===== src/hdl/binary_area_centroid_defines.svh =====
// Assertion macros shared by the binary_area_centroid RTL.
// No dependencies; included by the files that carry assertions.
`ifndef BINARY_AREA_CENTROID_DEFINES_SVH
`define BINARY_AREA_CENTROID_DEFINES_SVH
`ifndef SYNTHESIS
// clocked check, masked while reset is asserted
`define BCA_ASSERT(lbl, clk, rst_n, prop, msg) \
  lbl: assert property (@(posedge clk) disable iff (!rst_n) prop) else $error(msg);
// clocked check that must also hold during reset
`define BCA_ASSERT_ALWAYS(lbl, clk, prop, msg) \
  lbl: assert property (@(posedge clk) prop) else $error(msg);
`else
`define BCA_ASSERT(lbl, clk, rst_n, prop, msg)
`define BCA_ASSERT_ALWAYS(lbl, clk, prop, msg)
`endif
`endif


===== src/hdl/bca_pkg.sv =====
// Shared types and constants for binary_area_centroid.
// No dependencies.
package bca_pkg;

  localparam int PIX_W     = 8;
  localparam int CFG_W     = 11;
  localparam int CFG_IDX_W = 2;
  localparam int AREA_W    = 21;
  localparam int CROW_W    = 10;
  localparam int CCOL_W    = 10;
  localparam int TDATA_W   = 48;
  localparam int TUSER_W   = 1;

  localparam int MAX_WIDTH_DEF  = 1024;
  localparam int MAX_HEIGHT_DEF = 1024;
  localparam int FIFO_DEPTH     = 2;

  localparam logic [PIX_W-1:0] FG_LEVEL = 8'd255;

  localparam logic [CFG_W-1:0] FRAME_WIDTH_RST  = 11'd640;
  localparam logic [CFG_W-1:0] FRAME_HEIGHT_RST = 11'd480;

  // configuration register indexes
  localparam logic [CFG_IDX_W-1:0] REG_FRAME_WIDTH  = 2'd0;
  localparam logic [CFG_IDX_W-1:0] REG_FRAME_HEIGHT = 2'd1;

  typedef enum logic [1:0] {
    S_IDLE,
    S_ROW,
    S_COL,
    S_HOLD
  } bca_state_e;

  typedef struct packed {
    logic              empty;
    logic [CCOL_W-1:0] ccol;
    logic [CROW_W-1:0] crow;
    logic [AREA_W-1:0] area;
  } bca_result_t;

endpackage


===== src/hdl/binary_area_centroid.sv =====
// Flow: a job popped from the queue runs the row quotient (S_ROW), then the column quotient
// (S_COL), then S_HOLD loads the result register; the two quotients share one divider, 1 bit/cycle.
// Throughput: one pixel word per cycle while the job queue is not full; a two-entry job queue
// absorbs frame ends, so the input stalls only when short frames arrive faster than the
// divider finishes them or the result port holds off.
// Reset: width/height return to 640/480, position and sums clear; no clearing pass.
module binary_area_centroid #(
  parameter int MAX_WIDTH  = bca_pkg::MAX_WIDTH_DEF,
  parameter int MAX_HEIGHT = bca_pkg::MAX_HEIGHT_DEF
) (
  input  logic                          clk_i,
  input  logic                          rst_ni,
  input  logic                          cfg_we_i,
  input  logic [bca_pkg::CFG_IDX_W-1:0] cfg_index_i,
  input  logic [bca_pkg::CFG_W-1:0]     cfg_wdata_i,
  input  logic                          s_axis_tvalid,
  output logic                          s_axis_tready,
  input  logic [bca_pkg::PIX_W-1:0]     s_axis_tdata,  // [7:0] pixel_value
  output logic                          m_axis_tvalid,
  input  logic                          m_axis_tready,
  // [20:0] object_area, [30:21] centroid_row, [40:31] centroid_col, rest zero
  output logic [bca_pkg::TDATA_W-1:0]   m_axis_tdata,
  output logic [bca_pkg::TUSER_W-1:0]   m_axis_tuser   // [0] empty_frame
);
  import bca_pkg::*;

  localparam int ROW_W = $clog2(MAX_HEIGHT);
  localparam int COL_W = $clog2(MAX_WIDTH);
  localparam int Q_W   = (ROW_W > COL_W) ? ROW_W : COL_W;
  localparam int CNT_W = $clog2(MAX_WIDTH * MAX_HEIGHT + 1);
  localparam int SUM_W = CNT_W + Q_W;
  localparam int JOB_W = CNT_W + 2 * SUM_W;

  logic             push, full, pop, fifo_empty;
  logic [JOB_W-1:0] push_data, pop_data;
  bca_result_t      res;

  bca_front #(
    .MAX_WIDTH  (MAX_WIDTH),
    .MAX_HEIGHT (MAX_HEIGHT),
    .CNT_W      (CNT_W),
    .SUM_W      (SUM_W)
  ) u_front (
    .clk_i       (clk_i),
    .rst_ni      (rst_ni),
    .cfg_we_i    (cfg_we_i),
    .cfg_index_i (cfg_index_i),
    .cfg_wdata_i (cfg_wdata_i),
    .pix_valid_i (s_axis_tvalid),
    .pix_data_i  (s_axis_tdata),
    .pix_ready_o (s_axis_tready),
    .full_i      (full),
    .push_o      (push),
    .push_data_o (push_data)
  );

  bca_fifo #(
    .WIDTH (JOB_W),
    .DEPTH (FIFO_DEPTH)
  ) u_fifo (
    .clk_i       (clk_i),
    .rst_ni      (rst_ni),
    .push_i      (push),
    .push_data_i (push_data),
    .full_o      (full),
    .pop_i       (pop),
    .empty_o     (fifo_empty),
    .pop_data_o  (pop_data)
  );

  bca_back #(
    .CNT_W (CNT_W),
    .SUM_W (SUM_W),
    .Q_W   (Q_W)
  ) u_back (
    .clk_i       (clk_i),
    .rst_ni      (rst_ni),
    .job_valid_i (!fifo_empty),
    .job_data_i  (pop_data),
    .pop_o       (pop),
    .res_ready_i (m_axis_tready),
    .res_valid_o (m_axis_tvalid),
    .res_o       (res)
  );

  assign m_axis_tdata = TDATA_W'({res.ccol, res.crow, res.area});
  assign m_axis_tuser = TUSER_W'(res.empty);

endmodule


===== src/hdl/bca_front.sv =====
// Front end: frame geometry registers, raster position and foreground sums.
// Depends on bca_pkg; pushes one job per frame into bca_fifo.
module bca_front #(
  parameter int MAX_WIDTH  = bca_pkg::MAX_WIDTH_DEF,
  parameter int MAX_HEIGHT = bca_pkg::MAX_HEIGHT_DEF,
  parameter int CNT_W      = 21,
  parameter int SUM_W      = 31
) (
  input  logic                          clk_i,
  input  logic                          rst_ni,
  input  logic                          cfg_we_i,
  input  logic [bca_pkg::CFG_IDX_W-1:0] cfg_index_i,
  input  logic [bca_pkg::CFG_W-1:0]     cfg_wdata_i,
  input  logic                          pix_valid_i,
  input  logic [bca_pkg::PIX_W-1:0]     pix_data_i,
  output logic                          pix_ready_o,
  input  logic                          full_i,
  output logic                          push_o,
  output logic [CNT_W+2*SUM_W-1:0]      push_data_o
);
  import bca_pkg::*;

  localparam int COL_W  = $clog2(MAX_WIDTH);
  localparam int ROW_W  = $clog2(MAX_HEIGHT);
  localparam int WDIM_W = $clog2(MAX_WIDTH + 1);
  localparam int HDIM_W = $clog2(MAX_HEIGHT + 1);

  logic [CFG_W-1:0]  width_q, height_q;
  logic [COL_W-1:0]  col_q;
  logic [ROW_W-1:0]  row_q;
  logic [CNT_W-1:0]  cnt_q, cnt_nx;
  logic [SUM_W-1:0]  rsum_q, rsum_nx, csum_q, csum_nx;
  logic [WDIM_W-1:0] w_eff;
  logic [HDIM_W-1:0] h_eff;
  logic              accept, fg, col_wrap, row_last, frame_done;

  // 0 acts as 1, above the maximum acts as the maximum
  always_comb begin
    if (width_q == '0) begin
      w_eff = WDIM_W'(1);
    end else if (32'(width_q) > 32'(MAX_WIDTH)) begin
      w_eff = WDIM_W'(MAX_WIDTH);
    end else begin
      w_eff = WDIM_W'(width_q);
    end
    if (height_q == '0) begin
      h_eff = HDIM_W'(1);
    end else if (32'(height_q) > 32'(MAX_HEIGHT)) begin
      h_eff = HDIM_W'(MAX_HEIGHT);
    end else begin
      h_eff = HDIM_W'(height_q);
    end
  end

  assign pix_ready_o = !full_i;
  assign accept      = pix_valid_i && pix_ready_o;
  assign fg          = (pix_data_i == FG_LEVEL);
  assign col_wrap    = (WDIM_W'(col_q) + WDIM_W'(1)) >= w_eff;
  assign row_last    = (HDIM_W'(row_q) + HDIM_W'(1)) >= h_eff;
  assign frame_done  = col_wrap && row_last;

  assign cnt_nx  = cnt_q + CNT_W'(fg);
  assign rsum_nx = fg ? rsum_q + SUM_W'(row_q) : rsum_q;
  assign csum_nx = fg ? csum_q + SUM_W'(col_q) : csum_q;

  assign push_o      = accept && frame_done;
  assign push_data_o = {csum_nx, rsum_nx, cnt_nx};

  always_ff @(posedge clk_i or negedge rst_ni) begin
    if (!rst_ni) begin
      width_q  <= FRAME_WIDTH_RST;
      height_q <= FRAME_HEIGHT_RST;
    end else if (cfg_we_i) begin
      case (cfg_index_i)
        REG_FRAME_WIDTH:  width_q  <= cfg_wdata_i;
        REG_FRAME_HEIGHT: height_q <= cfg_wdata_i;
        default: ;
      endcase
    end
  end

  always_ff @(posedge clk_i or negedge rst_ni) begin
    if (!rst_ni) begin
      col_q  <= '0;
      row_q  <= '0;
      cnt_q  <= '0;
      rsum_q <= '0;
      csum_q <= '0;
    end else if (accept) begin
      if (frame_done) begin
        col_q  <= '0;
        row_q  <= '0;
        cnt_q  <= '0;
        rsum_q <= '0;
        csum_q <= '0;
      end else begin
        cnt_q  <= cnt_nx;
        rsum_q <= rsum_nx;
        csum_q <= csum_nx;
        if (col_wrap) begin
          col_q <= '0;
          row_q <= row_q + ROW_W'(1);
        end else begin
          col_q <= col_q + COL_W'(1);
        end
      end
    end
  end

endmodule


===== src/hdl/bca_fifo.sv =====
// Short job queue between the front end and the divider.
// Depends on bca_pkg for its default depth and on the assertion macro header.
`include "binary_area_centroid_defines.svh"
module bca_fifo #(
  parameter int WIDTH = 1,
  parameter int DEPTH = bca_pkg::FIFO_DEPTH
) (
  input  logic             clk_i,
  input  logic             rst_ni,
  input  logic             push_i,
  input  logic [WIDTH-1:0] push_data_i,
  output logic             full_o,
  input  logic             pop_i,
  output logic             empty_o,
  output logic [WIDTH-1:0] pop_data_o
);

  localparam int PTR_W = (DEPTH > 1) ? $clog2(DEPTH) : 1;
  localparam int CNT_W = $clog2(DEPTH + 1);

  logic [WIDTH-1:0] mem_q [DEPTH];
  logic [PTR_W-1:0] wr_ptr_q, wr_ptr_d, rd_ptr_q, rd_ptr_d;
  logic [CNT_W-1:0] count_q, count_d;

  assign full_o     = (count_q == CNT_W'(DEPTH));
  assign empty_o    = (count_q == '0);
  assign pop_data_o = mem_q[rd_ptr_q];

  always_comb begin
    wr_ptr_d = wr_ptr_q;
    rd_ptr_d = rd_ptr_q;
    if (push_i) begin
      wr_ptr_d = (wr_ptr_q == PTR_W'(DEPTH - 1)) ? '0 : wr_ptr_q + PTR_W'(1);
    end
    if (pop_i) begin
      rd_ptr_d = (rd_ptr_q == PTR_W'(DEPTH - 1)) ? '0 : rd_ptr_q + PTR_W'(1);
    end
    case ({push_i, pop_i})
      2'b10:   count_d = count_q + CNT_W'(1);
      2'b01:   count_d = count_q - CNT_W'(1);
      default: count_d = count_q;
    endcase
  end

  always_ff @(posedge clk_i or negedge rst_ni) begin
    if (!rst_ni) begin
      wr_ptr_q <= '0;
      rd_ptr_q <= '0;
      count_q  <= '0;
    end else begin
      wr_ptr_q <= wr_ptr_d;
      rd_ptr_q <= rd_ptr_d;
      count_q  <= count_d;
    end
  end

  always_ff @(posedge clk_i) begin
    if (push_i) begin
      mem_q[wr_ptr_q] <= push_data_i;
    end
  end

  `BCA_ASSERT(a_no_overflow, clk_i, rst_ni, push_i |-> !full_o, "job pushed into full queue")
  `BCA_ASSERT(a_no_underflow, clk_i, rst_ni, pop_i |-> !empty_o, "job popped from empty queue")
  `BCA_ASSERT_ALWAYS(a_count_bound, clk_i, !rst_ni || count_q <= CNT_W'(DEPTH), "count out of range")

endmodule


===== src/hdl/bca_back.sv =====
// Back end: shared restoring divider for both centroid quotients, result register.
// Depends on bca_pkg and the assertion macro header; fed by bca_fifo.
`include "binary_area_centroid_defines.svh"
module bca_back #(
  parameter int CNT_W = 21,
  parameter int SUM_W = 31,
  parameter int Q_W   = 10
) (
  input  logic                     clk_i,
  input  logic                     rst_ni,
  input  logic                     job_valid_i,
  input  logic [CNT_W+2*SUM_W-1:0] job_data_i,
  output logic                     pop_o,
  input  logic                     res_ready_i,
  output logic                     res_valid_o,
  output bca_pkg::bca_result_t     res_o
);
  import bca_pkg::*;

  localparam int STEP_W = $clog2(Q_W + 1);

  bca_state_e        state_q, state_d;
  logic [CNT_W-1:0]  area_q, area_d;
  logic [SUM_W-1:0]  csum_q, csum_d, rem_q, rem_d, dvs_q, dvs_d, rem_sub;
  logic [Q_W-1:0]    quo_q, quo_d, crow_q, crow_d, quo_shift;
  logic [STEP_W-1:0] step_q, step_d;
  logic              ge, load_out, out_valid_q, out_valid_d, empty;
  bca_result_t       res_q, res_d;

  // one quotient bit per cycle, divisor pre-shifted to the top quotient bit
  assign ge        = (rem_q >= dvs_q);
  assign rem_sub   = rem_q - dvs_q;
  assign quo_shift = Q_W'({quo_q, ge});
  assign empty     = (area_q == '0);

  always_comb begin
    state_d  = state_q;
    area_d   = area_q;
    csum_d   = csum_q;
    rem_d    = rem_q;
    dvs_d    = dvs_q;
    quo_d    = quo_q;
    crow_d   = crow_q;
    step_d   = step_q;
    pop_o    = 1'b0;
    load_out = 1'b0;
    case (state_q)
      S_IDLE: begin
        if (job_valid_i) begin
          pop_o   = 1'b1;
          area_d  = job_data_i[CNT_W-1:0];
          rem_d   = job_data_i[CNT_W +: SUM_W];
          csum_d  = job_data_i[CNT_W+SUM_W +: SUM_W];
          dvs_d   = SUM_W'(job_data_i[CNT_W-1:0]) << (Q_W - 1);
          quo_d   = '0;
          step_d  = STEP_W'(Q_W);
          state_d = S_ROW;
        end
      end
      S_ROW, S_COL: begin
        if (ge) begin
          rem_d = rem_sub;
        end
        dvs_d  = dvs_q >> 1;
        quo_d  = quo_shift;
        step_d = step_q - STEP_W'(1);
        if (step_q == STEP_W'(1)) begin
          if (state_q == S_ROW) begin
            crow_d  = quo_shift;
            rem_d   = csum_q;
            dvs_d   = SUM_W'(area_q) << (Q_W - 1);
            quo_d   = '0;
            step_d  = STEP_W'(Q_W);
            state_d = S_COL;
          end else begin
            state_d = S_HOLD;
          end
        end
      end
      S_HOLD: begin
        if (!out_valid_q || res_ready_i) begin
          load_out = 1'b1;
          state_d  = S_IDLE;
        end
      end
      default: state_d = S_IDLE;
    endcase
  end

  always_comb begin
    res_d       = res_q;
    out_valid_d = out_valid_q;
    if (load_out) begin
      out_valid_d = 1'b1;
      res_d.area  = AREA_W'(area_q);
      res_d.empty = empty;
      res_d.crow  = empty ? '0 : CROW_W'(crow_q);
      res_d.ccol  = empty ? '0 : CCOL_W'(quo_q);
    end else if (res_ready_i) begin
      out_valid_d = 1'b0;
    end
  end

  always_ff @(posedge clk_i or negedge rst_ni) begin
    if (!rst_ni) begin
      state_q     <= S_IDLE;
      step_q      <= '0;
      out_valid_q <= 1'b0;
    end else begin
      state_q     <= state_d;
      step_q      <= step_d;
      out_valid_q <= out_valid_d;
    end
  end

  always_ff @(posedge clk_i) begin
    area_q <= area_d;
    csum_q <= csum_d;
    rem_q  <= rem_d;
    dvs_q  <= dvs_d;
    quo_q  <= quo_d;
    crow_q <= crow_d;
    res_q  <= res_d;
  end

  assign res_valid_o = out_valid_q;
  assign res_o       = res_q;

  `BCA_ASSERT(a_no_clobber, clk_i, rst_ni, load_out |-> (!out_valid_q || res_ready_i), "pending result overwritten")
  `BCA_ASSERT(a_rem_lt_area, clk_i, rst_ni, (state_q == S_HOLD && !empty) |-> (rem_q < SUM_W'(area_q)), "column remainder not below area")
  `BCA_ASSERT(a_step_live, clk_i, rst_ni, (state_q == S_ROW || state_q == S_COL) |-> (step_q != '0), "divider running with no steps left")

endmodule


===== config.mk =====
export PLATFORM = sky130hd
export DESIGN_NAME = binary_area_centroid
export DESIGN_NICKNAME = d
export VERILOG_FILES = /design/src/hdl/bca_pkg.sv /design/src/hdl/binary_area_centroid.sv /design/src/hdl/bca_front.sv /design/src/hdl/bca_fifo.sv /design/src/hdl/bca_back.sv
export VERILOG_INCLUDE_DIRS = /design/src /design/src/hdl
export SDC_FILE = /design/constraint.sdc
export NUM_CORES = 1
export LEC_CHECK = 0
export ABC_AREA = 1
export BUFFER_PORTS_ARGS = -buffer_cell sky130_fd_sc_hd__buf_2
export CELL_PAD_IN_SITES_DETAIL_PLACEMENT = 1
export CELL_PAD_IN_SITES_GLOBAL_PLACEMENT = 1
export CORE_MARGIN = 10
export CORE_UTILIZATION = 40
export CTS_CLUSTER_SIZE = 10
export DETAILED_ROUTE_END_ITERATION = 10
export PLACE_DENSITY = 0.78
export SKIP_LAST_GASP = 1
export SLEW_MARGIN = 20
export SYNTH_ARGS = -nofsm -noshare
export SYNTH_HDL_FRONTEND = slang
export SYNTH_SLANG_ARGS = --single-unit

===== constraint.sdc =====
create_clock -name clk_i -period 8.65 [get_ports clk_i]
set_clock_uncertainty 0.05 [all_clocks]
set_input_delay 1.73 -clock clk_i [delete_from_list [all_inputs] [get_ports clk_i]]
set_output_delay 1.73 -clock clk_i [all_outputs]
set_load 0.01 [all_outputs]

==> impl_results.md, run 1 <==
* Io pins at 77
* GRT Residual Overflow at 0
* Dominant synthesized flop cell: edfxtp_1
* Detail Placement HPWL at 53900 um
* CTS sink count at 477
* Total number of vias at 19900
* First-pass DRT Iterations at 5
* Synth Area in Compound Gates at 0.0766
* Post-CTS resize count at 0
* Initial drt markers at 1218
* Mux cell area share after synthesis at 0
* Rows at 91
* Share of cells above drive strength 1 at 0.0806
* RD Place Congestion at 0.935
* CP Class: register to register
* R2R Path End: u_fifo.mem_q[0][12]
* N_diodes at 0
* Total track usage at 0.198
* Final Hold Viols at 0
* Commonest cells after routing, fill and taps aside: 866 x nand2_1, 403 x inv_1, 341 x edfxtp_1, 209 x o21ai_0, 202 x nor2_1
* Most common cell after layout, fill and taps aside: nand2_1
* Global-route wire length before repair at 117000 um
* Hold bufs inserted after CTS at 0
* Sequential area share after synthesis at 0.542
* Layout overhead on the synthesized area at 11.4%
* Final min period at 5.25 ns
* CORE AREA at 62100 sq um
* Number of port buffers at 69
* Final setup fails at 0
* Hold Crit Class: register to register
* Clock transition at path regs at 0.06 ns
* Setup crit start kind: register
* Post-synth EDFFs at 341
* R2R setup slack at 3.40 ns
* Worst Path Arrival at 5.43 ns
* Worst-path cell chain: inv_1, nor4_1, nand4_1, xor2_1, ha_1, nand2_1, nor2_1, nand3_1, nand4_1, nand2_1, nor2_1, inv_1, nor2_4, buf_4
* Largest net degree at the start of global routing at 85
* Least-Margin Pin Slew at 0.990 ns
* Number of distinct library cells after synthesis at 51
* Peak VDD IR at 0.202 mV
* Slowest-stage cell, CP: nor2_4
* RSZ-0062 raised after global routing: false
* Starting density of the core at 0.406
* Setup Buffers After CTS at 0
* Simple-gate share of the synthesized area at 0.236
* Final ANT Viol Nets at 0
* Post-Synth XOR/XNOR Area at 0.0236
* R2R Path Start: u_front.row_q[1]
* Clk_lat worst skew at 0.61 ns
* Final TNS setup at 0 ns
* Rel. slew slack at 0.338
* Status: finished clean
* H-tree depth at 2
* DRC Markers at 0
* Crit path largest cell delay at 0.77 ns
* Crit path max fanout at 53
* Vias in the first global route at 21200
* Synth Cell Area at 25200 sq um
* Largest family of logic cells by synthesized area: simple AND/OR/NAND/NOR gates
* Reg2reg path depth at 14
* Max Buffers Root-to-Sink at 3
* WP data required at 8.83 ns
* Top cell type's share of synthesized area at 0.406
* Leak at 12.7 nW
* Die area at 73400 sq um
* Yosys warns at 0
* TritonCTS buffer count at 55
* Worst setup EP type: register
* Post-synth ARST share at 0.285
* Hold depth at 0
* PD cells at 398 nW/um^2
* Hold Crit Start: u_back.quo_q[8]
* Via density at 5.19
* Top post-synthesis cells by area: edfxtp_1 41%, nand2_1 13%, dfrtp_1 13%, inv_1 6.0%, o21ai_0 4.2%
* Yosys reg bits at 477
* Finished Core Util at 0.452
* Max Cap Viol at 0
* CTS tree: built
* Max Transition Viols Final at 0
* Tcrit/Tclk final at 0.607
* Area leader, netlist: edfxtp_1
* Routed len/inst at 19.3 um
* Hold path endpoint: u_back.crow_q[9]
* Avg Inst Size Synth at 8.71 sq um
* Die width at 271 um
* Initial antenna violation count at 0
* Final nets at 3069
* Post-Synth Adder-Cell Area at 0.0436
* Die Height at 271 um
* Root buffer cell: clkbuf_16
* Synth Instances at 2891
* Fmax at 0.190 GHz
* Total Routed Length at 74000 um
==> kinds of logic after synthesis <==
group | Yosys count
buffers and inverters | 500
flip-flops | 477
AND/OR/NAND/NOR | 1396
XOR/XNOR | 68
other | 1
AO/OA/AOI/OAI | 363
adder cells (fa/ha/maj) | 86
==> worst max-delay path by stage <==
stage / startpoint / slack, ns / cells after the start / end
after global routing: u_front.row_q[1] / 3.04 / 14 / u_fifo.mem_q[0][64]
after floorplan: u_front.col_q[1] / 2.43 / 15 / u_fifo.mem_q[0][0]
final: u_front.row_q[1] / 3.40 / 14 / u_fifo.mem_q[0][12]
after detailed placement: u_front.row_q[1] / 3.59 / 14 / u_fifo.mem_q[0][17]
after CTS: u_front.row_q[1] / 3.40 / 14 / u_fifo.mem_q[0][12]
after global placement: u_front.col_q[1] / 3.83 / 16 / u_fifo.mem_q[0][17]
==> flip-flops by register name (all words and copies together), names as in the netlist, 4 cells and up <==
register,count
u_back.quo_q,10
u_back.res_o,42
u_back.area_q,21
u_front.rsum_q,31
u_front.cnt_q,21
u_front.csum_q,31
u_front.col_q,10
u_back.step_q,4
u_front.height_q,11
u_fifo.mem_q,166
u_back.csum_q,31
u_back.rem_q,31
u_front.row_q,10
u_front.width_q,11
u_back.crow_q,10
u_back.dvs_q,30
==> per-stage QoR <==
stage	hold WS, ns	cells	power [W]	area [sq um]	setup WS, ns
floorplan	0.395	2897	0.00731	25200	2.43
global placement	0.412	3737	0.00874	26400	3.83
detailed placement	0.413	3737	0.00899	26400	3.59
CTS	0.431	3841	0.0113	28100	3.40
global route	0.450	3841	0.0121	28100	3.04
finish	0.427	3841	0.0112	28100	3.40
==> synth_stat cells, types with 5 or more instances <==
cell      instances
nand2_1         867
inv_1           405
edfxtp_1        341
o21ai_0         209
nor2_1          204
nand3_1         157
dfrtp_1         130
a21oi_1          86
ha_1             83
clkbuf_1         57
xor2_1           45
nand4_1          36
or2_2            26
xnor2_1          23
nor3_1           20
nor4_1           18
a31oi_1          17
o22ai_1          15
and2_1           13
nor2_2           12
o21ai_1          12
buf_2            11
nand2_2          11
buf_4            10
nand3_2           9
nand3b_1          9
o211ai_1          8
inv_2             7
dfstp_2           6
a21boi_0          5
buf_1             5
o21a_1            5
==> power by group <==
group          switching [W]  total (W)  internal [W]
combinational        0.00371    0.00524       0.00153
sequential          0.000344    0.00373       0.00339
clock               0.000923    0.00221       0.00128
total                0.00498     0.0112       0.00620
==> cell type report <==
| class | count | area [sq um] |
|---|---|---|
| clock buffers | 100 | 1620 |
| clock inverters | 4 | 57.6 |
| fillers | 7305 | 34000 |
| inverters | 413 | 1550 |
| multi-input cells | 1920 | 9640 |
| flip-flops and latches | 477 | 13700 |
| well taps | 837 | 1050 |
| repair buffers | 90 | 509 |
==> critical path, delay by kind of cell, from the launching register on <==
kind	cells	cell delay, ns
adders and majority gates	1	0.32
xor gates and xnor gates	1	0.26
DFF	1	0.43
and+or+nand+nor	9	2.78
buffers and inverters	3	1.00
==> layer usage <==
metal / global-route usage / part of all wire / vias up
met5: 0 / 0 / -
met4: 0.0612 / 0.027 / 0
met3: 0.0231 / 0.034 / 95
met2: 0.354 / 0.51 / 348
met1: 0.247 / 0.43 / 9943
li1: - / - / 9563
Power figures use the tool's default switching activity.
==> run 2, diff against run 1 <==
Settings changed: ABC_AREA 1 to 0.
Clock period 8.65 ns to 4.2 ns, I/O delays scaled along.
==> run 2 against run 1 <==
Via count decreased by 19%. Highest routed layer unchanged. Flip-flop and latch count is the same. Sequential share of layout area rose by 2.9 points. First-iteration DRC count fell by 1.3%.
==> impl_results.md, run 2 <==
* WP data required at 4.45 ns (was 8.83 ns)
* Tcrit/Tclk final at 0.912 (was 0.607)
* Dominant synthesized flop cell: edfxtp_1 (unchanged)
* CP endpoint: u_fifo.mem_q[0][9] (was u_fifo.mem_q[0][12])
* N_diodes at 0 (unchanged)
* Initial drt markers at 1202 (was 1218)
* Number of port buffers at 69 (unchanged)
* Io pins at 77 (unchanged)
* Final Hold Viols at 0 (unchanged)
* DRC Markers at 0 (unchanged)
* Leak at 10.7 nW (was 12.7 nW)
* RSZ-0062 raised after global routing: false (unchanged)
* Final nets at 2208 (was 3069)
* Top reg by flops: u_fifo.mem_q (unchanged)
* Post-synth EDFFs at 341 (unchanged)
* Post-route cell area at 26500 sq um (was 28100 sq um)
* Reg2reg path depth at 15 (was 14)
* Setup WS pre-CTS at 0.166 ns (was 3.59 ns)
* Avg Inst Size Synth at 11.6 sq um (was 8.71 sq um)
* RD Place Congestion at 0.876 (was 0.935)
* Status: finished clean (unchanged)
* Die width at 263 um (was 271 um)
* R2R Path Start: u_front.col_q[0] (was u_front.row_q[1])
* Vias in the first global route at 17300 (was 21200)
* Area leader, netlist: edfxtp_1 (unchanged)
* Crit path max-delay family: simple AND/OR/NAND/NOR gates (unchanged)
* Worst setup EP type: register (unchanged)
* Synth top cells by count: 341 x edfxtp_1, 222 x nand2_1, 147 x nor2_1, 130 x dfrtp_1, 99 x o21ai_0 (was 867 x nand2_1, 405 x inv_1, 341 x edfxtp_1, 209 x o21ai_0, 204 x nor2_1)
* Least-Margin Pin Slew at 1.06 ns (was 0.990 ns)
* Commonest cells after routing, fill and taps aside: 341 x edfxtp_1, 221 x nand2_1, 145 x nor2_1, 129 x dfrtp_1, 99 x o21ai_0 (was 866 x nand2_1, 403 x inv_1, 341 x edfxtp_1, 209 x o21ai_0, 202 x nor2_1)
* Global-route wire length before repair at 99500 um (was 117000 um)
* R2R setup slack at 0.37 ns (was 3.40 ns)
* Total track usage at 0.179 (was 0.198)
* Finished Core Util at 0.451 (was 0.452)
* Final min period at 3.83 ns (was 5.25 ns)
* H-tree depth at 2 (unchanged)
* Final setup fails at 0 (unchanged)
* CTS sink count at 477 (unchanged)
* TritonCTS buffer count at 55 (unchanged)
* Most common cell after layout, fill and taps aside: edfxtp_1 (was nand2_1)
* DP Area at 25000 sq um (was 26400 sq um)
* Starting density of the core at 0.402 (was 0.406)
* Final TNS setup at 0 ns (unchanged)
* Die Height at 263 um (was 271 um)
* CP Class: register to register (unchanged)
* Yosys warns at 0 (unchanged)
* Number of distinct library cells after synthesis at 79 (was 51)
* Max FFs per register at 166 (unchanged)
* Clock transition at path regs at 0.06 ns (about the same)
* Max Buffers Root-to-Sink at 3 (unchanged)
* Via density at 5.59 (was 5.19)
* Top cell type's share of synthesized area at 0.434 (was 0.406)
* GRT Residual Overflow at 0 (unchanged)
* CORE AREA at 58800 sq um (was 62100 sq um)
* Die area at 69200 sq um (was 73400 sq um)
* Initial antenna violation count at 1 (was 0)
* Total number of vias at 16200 (was 19900)
* Clk_lat worst skew at 0.61 ns (about the same)
* Synth Cell Area at 23600 sq um (was 25200 sq um)
* Rows at 89 (was 91)
* Worst Path Arrival at 4.08 ns (was 5.43 ns)
* Layout overhead on the synthesized area at 12.3% (was 11.4%)
* R2R Path End: u_fifo.mem_q[0][9] (was u_fifo.mem_q[0][12])
* Max Transition Viols Final at 0 (unchanged)
* CTS tree: built (unchanged)
* Total Routed Length at 63200 um (was 74000 um)
* Hold Crit Class: input pin to async pin (was register to register)
* Final ANT Viol Nets at 0 (unchanged)
* Rel. slew slack at 0.293 (was 0.338)
* Levels on crit path at 15 (was 14)
* Critical Path Source: u_front.col_q[0] (was u_front.row_q[1])
* Post-synth ARST share at 0.285 (unchanged)
* Most common cell in the synthesized netlist: edfxtp_1 (was nand2_1)
* Peak VDD IR at 0.461 mV (was 0.202 mV)
* Root buffer cell: clkbuf_16 (unchanged)
* Synth Instances at 2034 (was 2891)
* Fin worst setup slack at 0.368 ns (was 3.40 ns)
* Detail Placement HPWL at 44900 um (was 53900 um)
* Max Cap Viol at 0 (unchanged)
* Crit path max fanout at 24 (was 53)
* Setup crit start kind: register (unchanged)
* Crit path largest cell delay at 0.46 ns (was 0.77 ns)
* Largest net degree at the start of global routing at 84 (was 85)
* Sequential area share after synthesis at 0.578 (was 0.542)
* First-pass DRT Iterations at 5 (unchanged)
* Top post-synthesis cells by area: edfxtp_1 43%, dfrtp_1 14%, mux2_2 4.6%, ha_1 4.4%, nand2_1 3.5% (was edfxtp_1 41%, nand2_1 13%, dfrtp_1 13%, inv_1 6.0%, o21ai_0 4.2%)
* Worst Path Buf+Inv at 3 (unchanged)
* Routed len/inst at 21.8 um (was 19.3 um)
* Slowest-stage cell, CP: dfrtp_1 (was nor2_4)
* Fmax at 0.261 GHz (was 0.190 GHz)
* Share of cells above drive strength 1 at 0.149 (was 0.0806)
* Worst-path cell chain: ha_2, and3_4, nand3_2, inv_1, and3_1, xor2_1, ha_1, o21a_1, o21a_1, o21ai_0, a31oi_2, and3_4, inv_2, nor2_4, buf_12 (was inv_1, nor4_1, nand4_1, xor2_1, ha_1, nand2_1, nor2_1, nand3_1, nand4_1, nand2_1, nor2_1, inv_1, nor2_4, buf_4)
* PD cells at 702 nW/um^2 (was 398 nW/um^2)
* Yosys reg bits at 477 (unchanged)
* Hold bufs inserted after CTS at 0 (unchanged)
==> run 2: area by class of cell <==
cell class | instances | area, sq um
fill | 6263 | 32300
sequential | 477 | 13700
multi-input combinational | 1385 | 9340
clock buffer | 86 | 1510
tap | 773 | 967
timing repair buffer | 104 | 714
inverter | 73 | 274
clock inverter | 5 | 51.3
==> run 2: how the worst min path moves through the flow <==
stage | depth (start not counted) | to | slack [ns] | start
global route | 1 | u_front.row_q[1] | 0.29 | rst_ni
global placement | 0 | u_back.crow_q[5] | 0.40 | u_back.quo_q[4]
detailed placement | 0 | u_back.crow_q[2] | 0.40 | u_back.quo_q[1]
floorplan | 0 | u_back.crow_q[1] | 0.38 | u_back.quo_q[0]
finish | 1 | u_front.row_q[1] | 0.22 | rst_ni
CTS | 1 | u_front.rsum_q[1] | 0.26 | rst_ni
==> run 2: cell families after synthesis <==
logic type                 Yosys count  share of synthesized area
AOI/OAI and AO/OA                  419                      0.118
xor gates and xnor gates           127                     0.0471
adders and majority gates           86                     0.0465
buffers and inverters              178                     0.0306
DFF                                477                      0.578
muxes                              120                     0.0560
other                                1                   0.000159
and+or+nand+nor                    626                      0.124
==> run 2: worst register-to-register path: stages (launching register included) <==
cell and delay, ns:
dfrtp_1 0.46, ha_2 0.26, and3_4 0.21, nand3_2 0.11, inv_1 0.11, and3_1 0.17, xor2_1 0.21, ha_1 0.20
o21a_1 0.13, o21a_1 0.11, o21ai_0 0.11, a31oi_2 0.33, and3_4 0.33, inv_2 0.07, nor2_4 0.40, buf_12 0.26
==> run 2: layer usage <==
metal | track usage | vias to the layer above | wire length (um)
met5 | 0 | - | 0
li1 | - | 7504 | -
met4 | 0.0631 | 0 | 1910
met1 | 0.231 | 8243 | 28000
met3 | 0.0272 | 107 | 2710
met2 | 0.301 | 366 | 30600
==> run 2: power by group <==
| group | switching [W] | total (W) | internal (W) |
|---|---|---|---|
| Clock | 0.00183 | 0.00432 | 0.00249 |
| Sequential | 0.000735 | 0.00712 | 0.00639 |
| Combinational | 0.00436 | 0.00717 | 0.00281 |
| Total | 0.00692 | 0.0186 | 0.0117 |
==> run 2: repair_timing <==
action,CTS,global route
setup buffers,0,0
setup endpoints to repair,0,31
resized for setup,0,0
==> run 2: per-stage QoR <==
| stage | power, W | hold slack, ns | cells |
|---|---|---|---|
| final | 0.0186 | 0.223 | 2903 |
| after global routing | 0.0197 | 0.289 | 2903 |
| after floorplan | 0.0121 | 0.383 | 2040 |
| after CTS | 0.0187 | 0.260 | 2903 |
| after global placement | 0.0139 | 0.400 | 2812 |
| after detailed placement | 0.0142 | 0.405 | 2812 |
